<file path="src/rtl/core/dwn_pkg.sv">
// ----------------------------------------------------------------------------
// dwn_pkg: shared constants
// Widths, formats and request codes of the distance weight normaliser.
// ----------------------------------------------------------------------------
`default_nettype none
package dwn_pkg;
  localparam int MaxStations = 8;
  localparam int CoordWidth  = 32;
  localparam int IdxW        = $clog2(MaxStations);
  localparam int CntW        = 4;
  // distance magnitude, squares, root and sums
  localparam int DiffW = CoordWidth + 1;
  localparam int SqW   = 2 * DiffW + 1;
  localparam int RootW = DiffW + 1;
  localparam int SumW  = RootW + IdxW;
  localparam int WSumW = 17 + IdxW;
  localparam int DivW  = (SumW > WSumW) ? SumW : WSumW;
  localparam logic [16:0] OneQ16 = 17'h10000;

  localparam logic REQ_LOAD = 1'b0;
  localparam logic REQ_NODE = 1'b1;
  localparam logic CFG_COUNT = 1'b0;
  localparam logic CFG_THRESH = 1'b1;
endpackage
`default_nettype wire

</file>
<file path="src/rtl/core/dwn_frac_div.sv">
// ----------------------------------------------------------------------------
// dwn_frac_div: iterative Q1.16 fraction divider
// Computes min(floor(n*65536/d), 65536) for n <= d, one quotient bit a cycle.
// ----------------------------------------------------------------------------
`default_nettype none
module dwn_frac_div (
  input  wire logic                    clk,
  input  wire logic                    rst,
  input  wire logic                    start,
  input  wire logic [dwn_pkg::DivW-1:0] num,
  input  wire logic [dwn_pkg::DivW-1:0] den,
  output logic                         done,
  output logic [16:0]                  quot
);
  logic [dwn_pkg::DivW:0]   rem;
  logic [dwn_pkg::DivW-1:0] dreg;
  logic [16:0]              q;
  logic [4:0]               cnt;
  logic                     busy;
  logic [dwn_pkg::DivW:0]   shl;

  assign shl = {rem[dwn_pkg::DivW-1:0], 1'b0};

  // restoring step per cycle; integer part (0 or 1) seeds the quotient
  always_ff @(posedge clk) begin
    if (rst) begin
      busy <= 1'b0;
      done <= 1'b0;
    end else begin
      done <= 1'b0;
      if (start) begin
        busy <= 1'b1;
        cnt  <= 5'd0;
        dreg <= den;
        if (num >= den) begin
          q   <= 17'd1;
          rem <= {1'b0, num - den};
        end else begin
          q   <= 17'd0;
          rem <= {1'b0, num};
        end
      end else if (busy) begin
        if (shl >= {1'b0, dreg}) begin
          rem <= shl - {1'b0, dreg};
          q   <= {q[15:0], 1'b1};
        end else begin
          rem <= shl;
          q   <= {q[15:0], 1'b0};
        end
        cnt <= cnt + 5'd1;
        if (cnt == 5'd15) begin
          busy <= 1'b0;
          done <= 1'b1;
        end
      end
    end
  end

  assign quot = (q > dwn_pkg::OneQ16) ? dwn_pkg::OneQ16 : q;
endmodule
`default_nettype wire

</file>
<file path="config.mk">
export PLATFORM = sky130hd
export DESIGN_NAME = dwn_frac_div
export DESIGN_NICKNAME = d
export VERILOG_FILES = /design/src/rtl/core/dwn_pkg.sv /design/src/rtl/core/dwn_frac_div.sv
export SDC_FILE = /design/constraint.sdc
export NUM_CORES = 1
export LEC_CHECK = 0
export ABC_AREA = 1
export ABC_CLOCK_PERIOD_IN_PS = 13900
export BUFFER_PORTS_ARGS = -buffer_cell sky130_fd_sc_hd__buf_2
export CAP_MARGIN = 20
export CORE_MARGIN = 8
export CORE_UTILIZATION = 40
export DETAILED_ROUTE_END_ITERATION = 12
export REMOVE_ABC_BUFFERS = 1
export SKIP_LAST_GASP = 1
export SYNTH_ARGS = -nofsm -noshare
export SYNTH_HDL_FRONTEND = slang
export SYNTH_SLANG_ARGS = --single-unit
export TNS_END_PERCENT = 10
</file>
<file path="constraint.sdc">
create_clock -name clk -period 13.9 [get_ports clk]
set_input_delay 3.475 -clock clk [delete_from_list [all_inputs] [get_ports clk]]
set_output_delay 3.475 -clock clk [all_outputs]
set_load 0.005 [all_outputs]
</file>
# Word-level counts from Yosys, hierarchy flattened
# Cells that the tools add are included.
# op_classes
n_addsub	3
n_lt_le_gt_ge	3
n_eq_ne	1
n_mux	14
bitwise_logic	2
n_reduce_logical	4
# op_table
op	count
$mux W37	4
$sub A37 B37 Y37	2
$mux W17	3
$ge A38 B37 Y1	1
$ge A37 B37 Y1	1
$gt A17 B17 Y1 const B	1
$mux W1	6
$add A5 B1 Y5 const B	1
$eq A5 B4 Y1 const B	1
$mux W5	1
$reduce_and A2 Y1	2
$reduce_or A3 Y1	1
$not A1 Y1	2
$reduce_bool A2 Y1	1
# word_totals
reg_bits	98
elab_cells	33

# Longest topological paths before layout
# depth
word_depth	4
depth_mapped	17
ltp_nobuf	17

# Worst setup path after synthesis
# OpenSTA, ideal clock, no wires.
# synth_timing
path_type	input-to-reg
start	input port start
end	register cnt[0] (enable)
setup_ps	496
arrival_ps	6727
required_time_ps	13404
slack_ps	6677
stages	3
path_buffers	1
path_cell_list	clkinv_1 > clkbuf_1 > a21oi_1
# synth_via
elab_chain_len	2
# synth_rtl
item	line	source
from (decl)	dwn_frac_div.sv:9	input wire logic start,
$reduce_bool A2 Y1 (no line)	n/a	
$reduce_and A2 Y1 (no line)	n/a	
to (signal assigned)	dwn_frac_div.sv:50	cnt <= cnt + 5'd1;
to (decl)	dwn_frac_div.sv:18	logic [4:0] cnt;
# No other way between the ends.
# A chain may end at the register's enable or synchronous reset.

# Worst setup path in the final report
# layout_timing
start	input port den[28] (netlist name)
end	register rem[30] (netlist name), data pin
# layout_via
elab_chain_len	3
# layout_rtl
item	line	source
from (decl)	dwn_frac_div.sv:11	input wire logic [dwn_pkg::DivW-1:0] den,
$sub A37 B37 Y37 / $ge A37 B37 Y1 (equally long branches)	dwn_frac_div.sv:37, dwn_frac_div.sv:35	
$mux W37 *	dwn_frac_div.sv:35	if (num >= den) begin
$mux W37 *	dwn_frac_div.sv:31	if (start) begin
to (signal assigned)	dwn_frac_div.sv:37	rem <= {1'b0, num - den};
to (signal assigned)	dwn_frac_div.sv:40	rem <= {1'b0, num};
to (signal assigned)	dwn_frac_div.sv:44	rem <= shl - {1'b0, dreg};
to (decl)	dwn_frac_div.sv:15	logic [dwn_pkg::DivW:0] rem;
# Every way passes the cells marked *; elsewhere a longest branch is shown, timed or not.

==> summary.md <==
| Metric | Value |
|---|---|
| Crit-path cells | buf_2 -> inv_1 -> ha_1 -> a21oi_1 -> inv_1 -> a21oi_1 -> nand2_1 -> a21oi_2 -> nand2_4 -> nand2_4 -> nand2_4 -> nand2_1 -> nand2_1 -> nand2_1 -> nand2_1 |
| Max_slew headroom | 31.5% |
| Place WS | 7.65 ns |
| LEAKAGE | 6.46 nW |
| Final WL | 34.0 mm |
| CORE AREA | 26700 um2 |
| Detailed Routing Iterations Pass 1 | 5 |
| CP Max Fanout | 38 |
| Switching power | 0.000480 W |
| Port buffer count | 94 |
| Top-Level Pins | 95 |
| Final Power | 0.00117 W |
| Crit-path leading delay family | simple AND/OR/NAND/NOR gates |
| Logic pwr share | 44.9% |
| Min Hold Slack | 0.568 ns |
| Num rows | 60 |
| Setup Fix Bufs, Post-CTS | 0 |
| Setup TNS | 0 ns |
| H-Tree Depth | 3 |
| Final setup viols | 0 |
| Hold Crit Class | reg -> reg |
| Antenna Nets Post-Route | 0 |
| Buffers & Inverters on Critical Path | 3 |
| Most used cell, CP | nand2_1 |
| Met3 Routed Length | 1.83 mm |
| DIE WIDTH | 180 um |
| Number of synthesized register bits | 98 |
| DRC | 0 |
| CP startpoint kind | primary input |
| Hold buffers post-CTS | 0 |
| Initial DRC count | 910 |
| Synth Warn # | 0 |
| Synth unique cells | 42 |
| Met1 WL | 16.2 mm |
| CTS clock-pin slew for the worst setup and hold paths | 0.07 ns |
| Max incr delay on CP | 0.39 ns |
| DPL Wire Length | 28.5 mm |
| Number of global-route vias before repair | 10.1k |
| Async S/R FF share, synth | 0% |
| Post-synthesis cell count | 1716 |
| Die height | 180 um |
| Syn-to-layout area delta | 10.1% |
| Synth area leader | edfxtp_1 |
| VDD IR max | 65.0 uV |
| Final critical-path setup slack | 8.04 ns |
| WL met2 | 14.9 mm |
| Tmin final | 5.86 ns |
| Tot GR Track Use | 20.6% |
| Post-Syn Area | 10700 um2 |
| Synth cell count leaders | 628 x nand2_1, 326 x inv_1, 161 x nor2_1, 125 x nand3_1, 96 x edfxtp_1 |
| Uppermost layer routed | met4 |
| Die area | 32400 um2 |
| Clock power share | 22.9% |
| Root buf cell | clkbuf_16 |
| Largest cells by area after synthesis | edfxtp_1 27%, nand2_1 22%, inv_1 11% |
| Post-synth EDFFs | 96 |
| Slew @ Worst Pin | 1.03 ns |
| Vias | 10.6k |
| CTS sink cnt | 98 |
| Critical path type | in -> reg |
| Power Dens Cells | 98.7 nW/um2 |
| CP Capture Type | register |
| GPL Wtd Cong | 0.979 |
| Most used DFF post-synth | edfxtp_1 |
| Area share of the largest cell type after synthesis | 26.8% |
| Unrepaired setup endpoints after global routing | no |
| Global-route wire length before repair | 53.6 mm |
| Final Hold Fails | 0 |
| DR WL/cell | 15.9 um |
| Vias/cell | 4.94 |
| Sequential share of power | 32.2% |
| Clk buf depth | 2 |
| Layout cells sized above 1 | 9.00% |
| Max Fclk | 171 MHz |
| Final period util | 42.2% |
| Overflow after GRT | 0 |
| Nets@finish | 1950 |
| Internal Pwr Total | 0.000688 W |
| Slew Viols, Final | 0 |
| Switching Share | 41.1% |
| Setup Skew | 0.0140 ns |
| Cts bufs inserted | 9 |
| Post-CTS sizing | 0 |
| Starting Density | 40.3% |
| Largest net degree at the start of global routing | 59 |
| Crit-path slowest cell | nand2_4 |
| Post-synthesis sequential area ratio | 27.2% |
| Worst EP required | 13.99 ns |
| Initial antenna violation count | 1 |
| TritonCTS clock tree | built |
| Clock Latency Late Sink | 0.35 ns |
| CP arrival | 5.96 ns |
| Most frequent cell after synthesis | nand2_1 |
| Max-Cap Viols | 0 |
| Status | complete, no violations |
| Syn Area/Cell | 6.26 um2 |
==> per-stage QoR <==
stage                     util [%]  cell area, um2  cells
final                         44.4           11800   2142
after floorplan                  -           10600   1686
after CTS                     44.4           11800   2141
after global routing          44.4           11800   2142
after global placement        43.2           11500   2125
after detailed placement      43.2           11500   2125
==> placed cells by master, fill, tap and decap left out, types with 16 or more instances in the layout <==
cell type,netlist,final
nand2_1,628,628
inv_1,326,326
nor2_1,161,160
nand3_1,125,125
edfxtp_1,96,96
buf_2,7,94
ha_1,76,76
nand3b_1,71,71
a21oi_1,50,49
xnor2_1,36,36
nand2_2,18,18
nor3_1,17,17
o21ai_0,16,16
==> worst min-delay path: cells and delay by family (launching register included) <==
kind	cells	cell delay (ns)
buffers and inverters	1	0.06
DFF	1	0.32
and+or+nand+nor	1	0.08
==> routing by layer <==
layer,GRT usage [%],up-vias
li1,-,5489
met3,1.57,48
met4,7.14,0
met1,29.1,4754
met2,32.7,300
met5,0,-
==> kinds of logic (layout without fill, tap and decap cells) <==
logic type | Yosys count | in the layout | share of synthesized area [%]
simple gates | 1058 | 1058 | 43.0
buf+inv | 362 | 446 | 13.3
flops | 98 | 98 | 27.2
compound gates | 82 | 82 | 4.16
fa+ha+maj | 78 | 78 | 9.23
xor+xnor | 38 | 38 | 3.10
other cells | 0 | 1 | 0
==> path summary, 6_finish.rpt <==
| path | start | endpoint | slack (ns) | cells after the start |
|---|---|---|---|---|
| hold reg to reg | q[11] | q[12] | 0.57 | 2 |
| setup reg to reg | rem[3] | rem[35] | 10.86 | 15 |
| hold / removal | q[11] | q[12] | 0.57 | 2 |
| setup / recovery | den[28] | rem[30] | 8.04 | 15 |
==> power by group through the flow <==
stage | Sequential, W | Clock (W) | Combinational [W]
final | 0.000376 | 0.000268 | 0.000524
after floorplan | 0.000378 | 0 | 0.000373
after detailed placement | 0.000382 | 0 | 0.000518
after global placement | 0.000381 | 0 | 0.000517
after global routing | 0.000379 | 0.000284 | 0.000592
after CTS | 0.000376 | 0.000274 | 0.000521
==> registers in the layout (all words and copies together), names as in the netlist <==
name	cells
dreg	37
rem	37
q	17
cnt	5
busy	1
done	1
==> cell type report <==
type / count / area (um2)
fillers: 2838 / 14800
multi-input cells: 1256 / 6410
flip-flops and latches: 98 / 2920
inverters: 332 / 1250
repair buffers: 98 / 500
well taps: 341 / 427
clock buffers: 9 / 225
clock inverters: 7 / 95.1
diodes: 1 / 2.50
Power figures use the tool's default switching activity.
