$ cat src/rtl/core/dwn_pkg.sv
// ----------------------------------------------------------------------------
// dwn_pkg: shared constants
// Widths, formats and request codes of the distance weight normaliser.
// ----------------------------------------------------------------------------
`default_nettype none
package dwn_pkg;
  localparam int MaxStations = 8;
  localparam int CoordWidth  = 32;
  localparam int IdxW        = $clog2(MaxStations);
  localparam int CntW        = 4;
  // distance magnitude, squares, root and sums
  localparam int DiffW = CoordWidth + 1;
  localparam int SqW   = 2 * DiffW + 1;
  localparam int RootW = DiffW + 1;
  localparam int SumW  = RootW + IdxW;
  localparam int WSumW = 17 + IdxW;
  localparam int DivW  = (SumW > WSumW) ? SumW : WSumW;
  localparam logic [16:0] OneQ16 = 17'h10000;

  localparam logic REQ_LOAD = 1'b0;
  localparam logic REQ_NODE = 1'b1;
  localparam logic CFG_COUNT = 1'b0;
  localparam logic CFG_THRESH = 1'b1;
endpackage
`default_nettype wire

$ cat src/rtl/core/dwn_isqrt.sv
// ----------------------------------------------------------------------------
// dwn_isqrt: iterative integer square root
// Floor root of a SqW-bit value, one result bit per cycle.
// ----------------------------------------------------------------------------
`default_nettype none
module dwn_isqrt (
  input  wire logic                    clk,
  input  wire logic                    rst,
  input  wire logic                    start,
  input  wire logic [dwn_pkg::SqW-1:0] val,
  output logic                         done,
  output logic [dwn_pkg::RootW-1:0]    root
);
  localparam int Steps = (dwn_pkg::SqW + 1) / 2;
  localparam int VW    = 2 * Steps;
  localparam int RemW  = Steps + 2;

  logic [VW-1:0]   v;
  logic [RemW-1:0] rem;
  logic [Steps-1:0] res;
  logic [$clog2(Steps+1)-1:0] cnt;
  logic busy;
  logic [RemW-1:0] rsh, trial;

  assign rsh   = {rem[RemW-3:0], v[VW-1:VW-2]};
  assign trial = {res[RemW-3:0], 2'b01};

  always_ff @(posedge clk) begin
    if (rst) begin
      busy <= 1'b0;
      done <= 1'b0;
    end else begin
      done <= 1'b0;
      if (start) begin
        busy <= 1'b1;
        v    <= VW'(val);
        rem  <= '0;
        res  <= '0;
        cnt  <= '0;
      end else if (busy) begin
        v <= {v[VW-3:0], 2'b00};
        if (rsh >= trial) begin
          rem <= rsh - trial;
          res <= {res[Steps-2:0], 1'b1};
        end else begin
          rem <= rsh;
          res <= {res[Steps-2:0], 1'b0};
        end
        cnt <= cnt + 1'b1;
        if (cnt == ($clog2(Steps+1))'(Steps - 1)) begin
          busy <= 1'b0;
          done <= 1'b1;
        end
      end
    end
  end

  assign root = dwn_pkg::RootW'(res);
endmodule
`default_nettype wire

$ cat config.mk
export PLATFORM = sky130hd
export DESIGN_NAME = dwn_isqrt
export DESIGN_NICKNAME = d
export VERILOG_FILES = /design/src/rtl/core/dwn_pkg.sv /design/src/rtl/core/dwn_isqrt.sv
export SDC_FILE = /design/constraint.sdc
export NUM_CORES = 1
export LEC_CHECK = 0
export ABC_AREA = 1
export BUFFER_PORTS_ARGS = -buffer_cell sky130_fd_sc_hd__buf_4
export CAP_MARGIN = 10
export CORE_AREA = 10 10 169 155
export CTS_CLUSTER_DIAMETER = 200
export DETAILED_ROUTE_END_ITERATION = 16
export DIE_AREA = 0 0 179 165
export PLACE_DENSITY = 0.66
export SKIP_CTS_REPAIR_TIMING = 1
export SYNTH_ARGS = -nofsm -noshare
export SYNTH_HDL_FRONTEND = slang
export SYNTH_SLANG_ARGS = --single-unit
$ cat constraint.sdc
create_clock -name clk -period 8 [get_ports clk]
set_input_delay 0.8 -clock clk [delete_from_list [all_inputs] [get_ports clk]]
set_output_delay 0.8 -clock clk [all_outputs]
set_load 0.05 [all_outputs]
# Word-level counts from Yosys, hierarchy flattened

Index checks and enable logic that the tools add are counted.

Order comparisons: 1
Shifts and indexed selects: 0
Mux-type cells: 11
Reduce and logical (&&, ||, !) cells: 3
Add/subtract/negate cells: 2
Div/mod/pow operators: 0
$mul: 0
Equal/unequal tests: 1
Bitwise operators: 2

Operator list:

| kind                                        | number |
|---|---|
| 2-to-1 mux 34 bit                           | 3 |
| 2-to-1 mux 68 bit                           | 1 |
| 2-to-1 mux 67 bit                           | 1 |
| greater-or-equal comparator 36 bit          | 1 |
| subtractor 34 bit                           | 1 |
| adder 6 x 1 -> 6 bit, second input constant | 1 |
| equality test 6 bit, second input constant  | 1 |
| 2-to-1 mux 6 bit                            | 1 |
| 2-to-1 mux 1 bit                            | 5 |
| OR reduction 3 bit                          | 1 |
| NOT 1 bit                                   | 2 |
| AND reduction 2 bit                         | 1 |
| nonzero test 2 bit                          | 1 |

Output and inout bits: 35
Latch bits: 0
Logic and storage cells: 27
Memories: 0
Bits in writable memories: 0
Bits in registers: 144
Memory bits (read-only): 0
Bits of input ports: 70

# Longest topological paths before layout

Depth after elaboration: 4
Depth in mapped cells: 18
Gate-level depth less buffers: 17

# Least setup slack after synthesis

Ideal clock, no wire load.

Path kind: in2reg
Start: in start
End: reg cnt[0], enable pin
Path buffers: 2
Data arrival time: 8.077 ns
Library setup time: 0.694 ns
Stages: 4
Slack: -0.770 ns
Data required time: 7.306 ns
Cell sequence: clkbuf_1 -> inv_1 -> clkbuf_1 -> a21oi_1

Cells in the longest elaborated chain, start to end: 2

Ends and longest elaborated chain:

| item                                 | RTL line        | text |
|---|---|---|
| start: declaration                   | dwn_isqrt.sv:9  | `input wire logic start,` |
| nonzero test 2 bit (no source line)  | --              |  |
| AND reduction 2 bit (no source line) | --              |  |
| end signal: assignment               | dwn_isqrt.sv:49 | `cnt <= cnt + 1'b1;` |
| end: declaration                     | dwn_isqrt.sv:21 | `logic [$clog2(Steps+1)-1:0] cnt;` |

No other way between the ends.
A chain may end at the register's enable or synchronous reset.

# Worst setup path in the final report

Start: reg rem[25]
End: reg rem[33] (data pin)

Cells in the longest elaborated chain, start to end: 3
Elaborated cells between the ends (all ways): 4
Classes of those cells: add/sub (1); order compare (1); mux (2)

Ends and longest elaborated chain:

| item                                                                    | RTL line                         | text |
|---|---|---|
| start: declaration                                                      | dwn_isqrt.sv:19                  | `logic [RemW-1:0] rem;` |
| start signal: assignment                                                | dwn_isqrt.sv:43                  | `rem <= rsh - trial;` |
| start signal: assignment                                                | dwn_isqrt.sv:46                  | `rem <= rsh;` |
| subtractor 34 bit or greater-or-equal comparator 36 bit (tied branches) | dwn_isqrt.sv:43, dwn_isqrt.sv:42 |  |
| 2-to-1 mux 34 bit (*)                                                   | dwn_isqrt.sv:42                  | `if (rsh >= trial) begin` |
| 2-to-1 mux 34 bit (*)                                                   | dwn_isqrt.sv:40                  | `end else if (busy) begin` |

Every way passes the cells marked *; elsewhere a longest branch is shown, timed or not. The select of a mux whose other input is x is not followed.

==> flow_summary.rst <==
.. list-table::
   :header-rows: 1

   * - Metric
     - Value
   * - Status
     - finished, final reports clean
   * - Relative area change from synthesis to final layout
     - 17.8%
   * - Row count
     - 52
   * - Design Area, Final
     - 10500 um2
   * - Inserted Clock Buffers
     - 17
   * - Number of global-route vias before repair
     - 7160
   * - Number of synthesized register bits
     - 144
   * - Part of the Yosys area used for sequential elements
     - 0.482
   * - Grt ovf
     - 0
   * - Data arrival time of the critical path
     - 3.19 ns
   * - Area after DPL
     - 9980 um2
   * - Combined area of all synthesized cells
     - just under 9000 um2
   * - Unrepaired setup endpoints after global routing
     - false
   * - Crit-path max FO
     - 47
   * - Cell with the most instances on the worst path
     - sky130_fd_sc_hd__nand2_1
   * - Number of H-tree levels
     - 4
   * - Final core utilization
     - 0.469
   * - Maximum number of pins on one net before global-route repair
     - about 100
   * - Part of the cycle the worst path needs
     - 0.374
   * - Clock buffer depth
     - 2
   * - Die Outline Area
     - roughly 30000 um2
   * - Required @ worst endpoint
     - 8.19 ns
   * - Number of warnings issued by yosys
     - 0
   * - Horizontal extent of the die
     - 179 um
   * - Die span in y
     - 165 um
   * - Leading post-synthesis cells by cell area
     - sky130_fd_sc_hd__edfxtp_1 48%, sky130_fd_sc_hd__nand2_1 23%, sky130_fd_sc_hd__inv_1 6.7%
   * - Commonest non-fill, non-tap cell in the layout
     - sky130_fd_sc_hd__nand2_1
   * - Maximum capacitance violations
     - 0
   * - Static leakage
     - ~5.3 nW
   * - Detailed-route vias per instance
     - 4.60
   * - TritonCTS clock tree
     - yes
   * - Nature of the critical path endpoint
     - flip-flop
   * - Area occupied by multi-input gates
     - 3860 um2
   * - Worst hold-check path type
     - reg2reg
   * - Maximum VDD drop
     - 0.000117 V
   * - Number of cells on the worst hold path
     - 2
   * - Number of endpoints failing setup at the final stage
     - 0
   * - Detailed Route WL
     - 21700 um
   * - Worst-path cell chain
     - ha_1 -> nand2_2 -> inv_1 -> nand2_1 -> nand2_1 -> inv_1 -> nand2_1 -> a21oi_1 -> nand4_4 -> buf_4 -> nand2_1 -> nand2_1 -> nand2_1 -> inv_1
   * - Worst Reg-to-Reg Cells
     - 14
   * - Top library cells by usage in the layout, fill and taps aside
     - 537 x sky130_fd_sc_hd__nand2_1, 158 x sky130_fd_sc_hd__inv_1, 142 x sky130_fd_sc_hd__edfxtp_1
   * - Worst Max-Slew Pin Slew
     - 1.11 ns
   * - Origin of the critical flop-to-flop path
     - rem[25]
   * - Fraction of synthesized cell area taken by the top area cell type
     - 0.477
   * - Setup TNS after final layout
     - 0 ns
   * - Minimum clock period after layout
     - 2.99 ns
   * - Global-route usage over all layers
     - 0.150
   * - First-pass iteration count of the detailed router
     - 5
   * - Clock transition at path regs
     - about 0.070 ns
   * - Starting DRC count in detailed routing
     - 499
   * - Post-DRT Antenna Nets
     - 0
   * - DRC violation count after routing
     - 0
   * - Clock tree skew after final layout
     - 0.0107 ns
   * - Clock sink count
     - between 100 and 150
   * - Number of failing hold endpoints at the final stage
     - 0
   * - Max transition margin
     - 0.258
   * - Startpoint of the tightest hold check path
     - v[23]
   * - Startpoint-to-endpoint class of the critical path
     - reg2reg
   * - Total power
     - roughly 2.3 mW
   * - Cell area power density
     - 214 nW/um2
   * - Total count of max-transition violations in the final report
     - 0
   * - Synthesized instance count
     - 1176
   * - Synth Net Count
     - 1284
   * - Diodes inserted
     - 0
   * - Number of antenna violations at the first check in global routing
     - 0
   * - Global placement routability congestion
     - between 0.9 and 1
   * - DPL Wire Length
     - between 15000 and 20000 um
   * - NumNets Final
     - ~1.4k
   * - Fill cells
     - 2251
   * - Overall via count from detail_route
     - 7287
   * - Wire per inst
     - 13.7 um
   * - I/O pin count
     - 105
   * - Count of input and output buffers
     - 104
   * - Minimum setup slack among reg-to-reg paths
     - between 5 and 6 ns
   * - Root buf cell
     - sky130_fd_sc_hd__clkbuf_16
   * - Average cell area after synthesis
     - 7.60 um2
   * - Max stage delay cell, worst path
     - sky130_fd_sc_hd__buf_4
   * - Critical Path Source Type
     - flip-flop
   * - Starting density of the core
     - 0.398
   * - Maximum clock frequency
     - 334 MHz
   * - Critical Path Max Stage Delay
     - 0.46 ns
   * - Wire length of the first global-routing pass
     - 35700 um
   * - Proportion of layout cells with a drive suffix above 1
     - 0.143
   * - Endpoint of the worst hold path
     - v[25]
   * - Clk_lat worst skew
     - roughly 0.44 ns
   * - Floorplan Core Area
     - ~22000 um2
   * - Area leader, netlist
     - sky130_fd_sc_hd__edfxtp_1
   * - Library cells used by synthesis
     - 32
   * - Footprint of the flip-flops and latches
     - 4300 um2
   * - Endpoint of the worst register-to-register path
     - rem[33]
layout make-up:
| type | instances | area share |
|---|---|---|
| repair buffers | 109 | 0.0777 |
| clock buffers | 18 | 0.0408 |
| well taps | 297 | 0.0353 |
| multi-input cells | 834 | 0.366 |
| flip-flops and latches | 144 | 0.409 |
| inverters | 167 | 0.0595 |
| clock inverters | 14 | 0.0114 |
synth_stat cells, drive strengths merged:
library cell	number
nand2	542
inv	167
nor2	144
edfxtp	142
ha	38
a21oi	25
clkbuf	22
nand3	21
xnor2	17
nor3	15
buf	9
nand3b	9
nand4	7
and2	3
nor4	3
o21ai	3
dfxtp	2
o21bai	2
xor2	2
a21o	1
and3	1
o21a	1
report_power, final:
part           internal [mW]  switching, mW  total [mW]
Clock                  0.407          0.361       0.768
Sequential             0.904         0.0254       0.930
Combinational          0.189          0.368       0.557
per-layer routing:
metal / part of all wire / vias to the layer above / track usage
li1: - / 3831 / -
met1: 0.49 / 3254 / 0.207
met2: 0.42 / 185 / 0.220
met3: 0.078 / 17 / 0.0486
met4: 0.011 / 0 / 0.0439
met5: 0 / - / 0
kinds of logic after synthesis:
kind of cell	Yosys count	synth area share
buffers and inverters	198	0.0888
AO/OA/AOI/OAI	32	0.0190
adder cells (fa/ha/maj)	38	0.0532
XOR/XNOR	19	0.0186
AND/OR/NAND/NOR	745	0.339
flip-flops	144	0.482
stage by stage:
stage / instances / hold WS, ns / worst slack (ns)
3_3_place_gp: 1551 / 0.492 / 5.04
5_1_grt: 1583 / 0.524 / 4.80
3_5_place_dp: 1551 / 0.498 / 5.04
4_1_cts: 1583 / 0.506 / 5.00
2_1_floorplan: 1176 / 0.444 / 2.05
6_report: 1583 / 0.505 / 5.01
state kept, by name, summed over array words and instances, names as in the netlist:
register,cells
done,1
rem,34
cnt,6
busy,1
v,68
root,34
worst max-delay path by stage:
stage             from       to  slack, ns  depth (start not counted)
2_1_floorplan    start   cnt[0]       2.05                          4
3_3_place_gp   rem[25]  rem[33]       5.04                         14
3_5_place_dp   rem[25]  rem[33]       5.04                         14
4_1_cts        rem[25]  rem[33]       5.00                         14
5_1_grt        rem[22]  rem[33]       4.80                         11
6_report       rem[25]  rem[33]       5.01                         14
critical path: cells and delay by family (launching register included):
family,cells,cell delay (ns)
AOI/OAI and AO/OA,1,0.23
adders and majority gates,1,0.38
buffers and inverters,4,0.61
DFF,1,0.45
and+or+nand+nor,8,1.06
(Power assumes the default switching activity.)
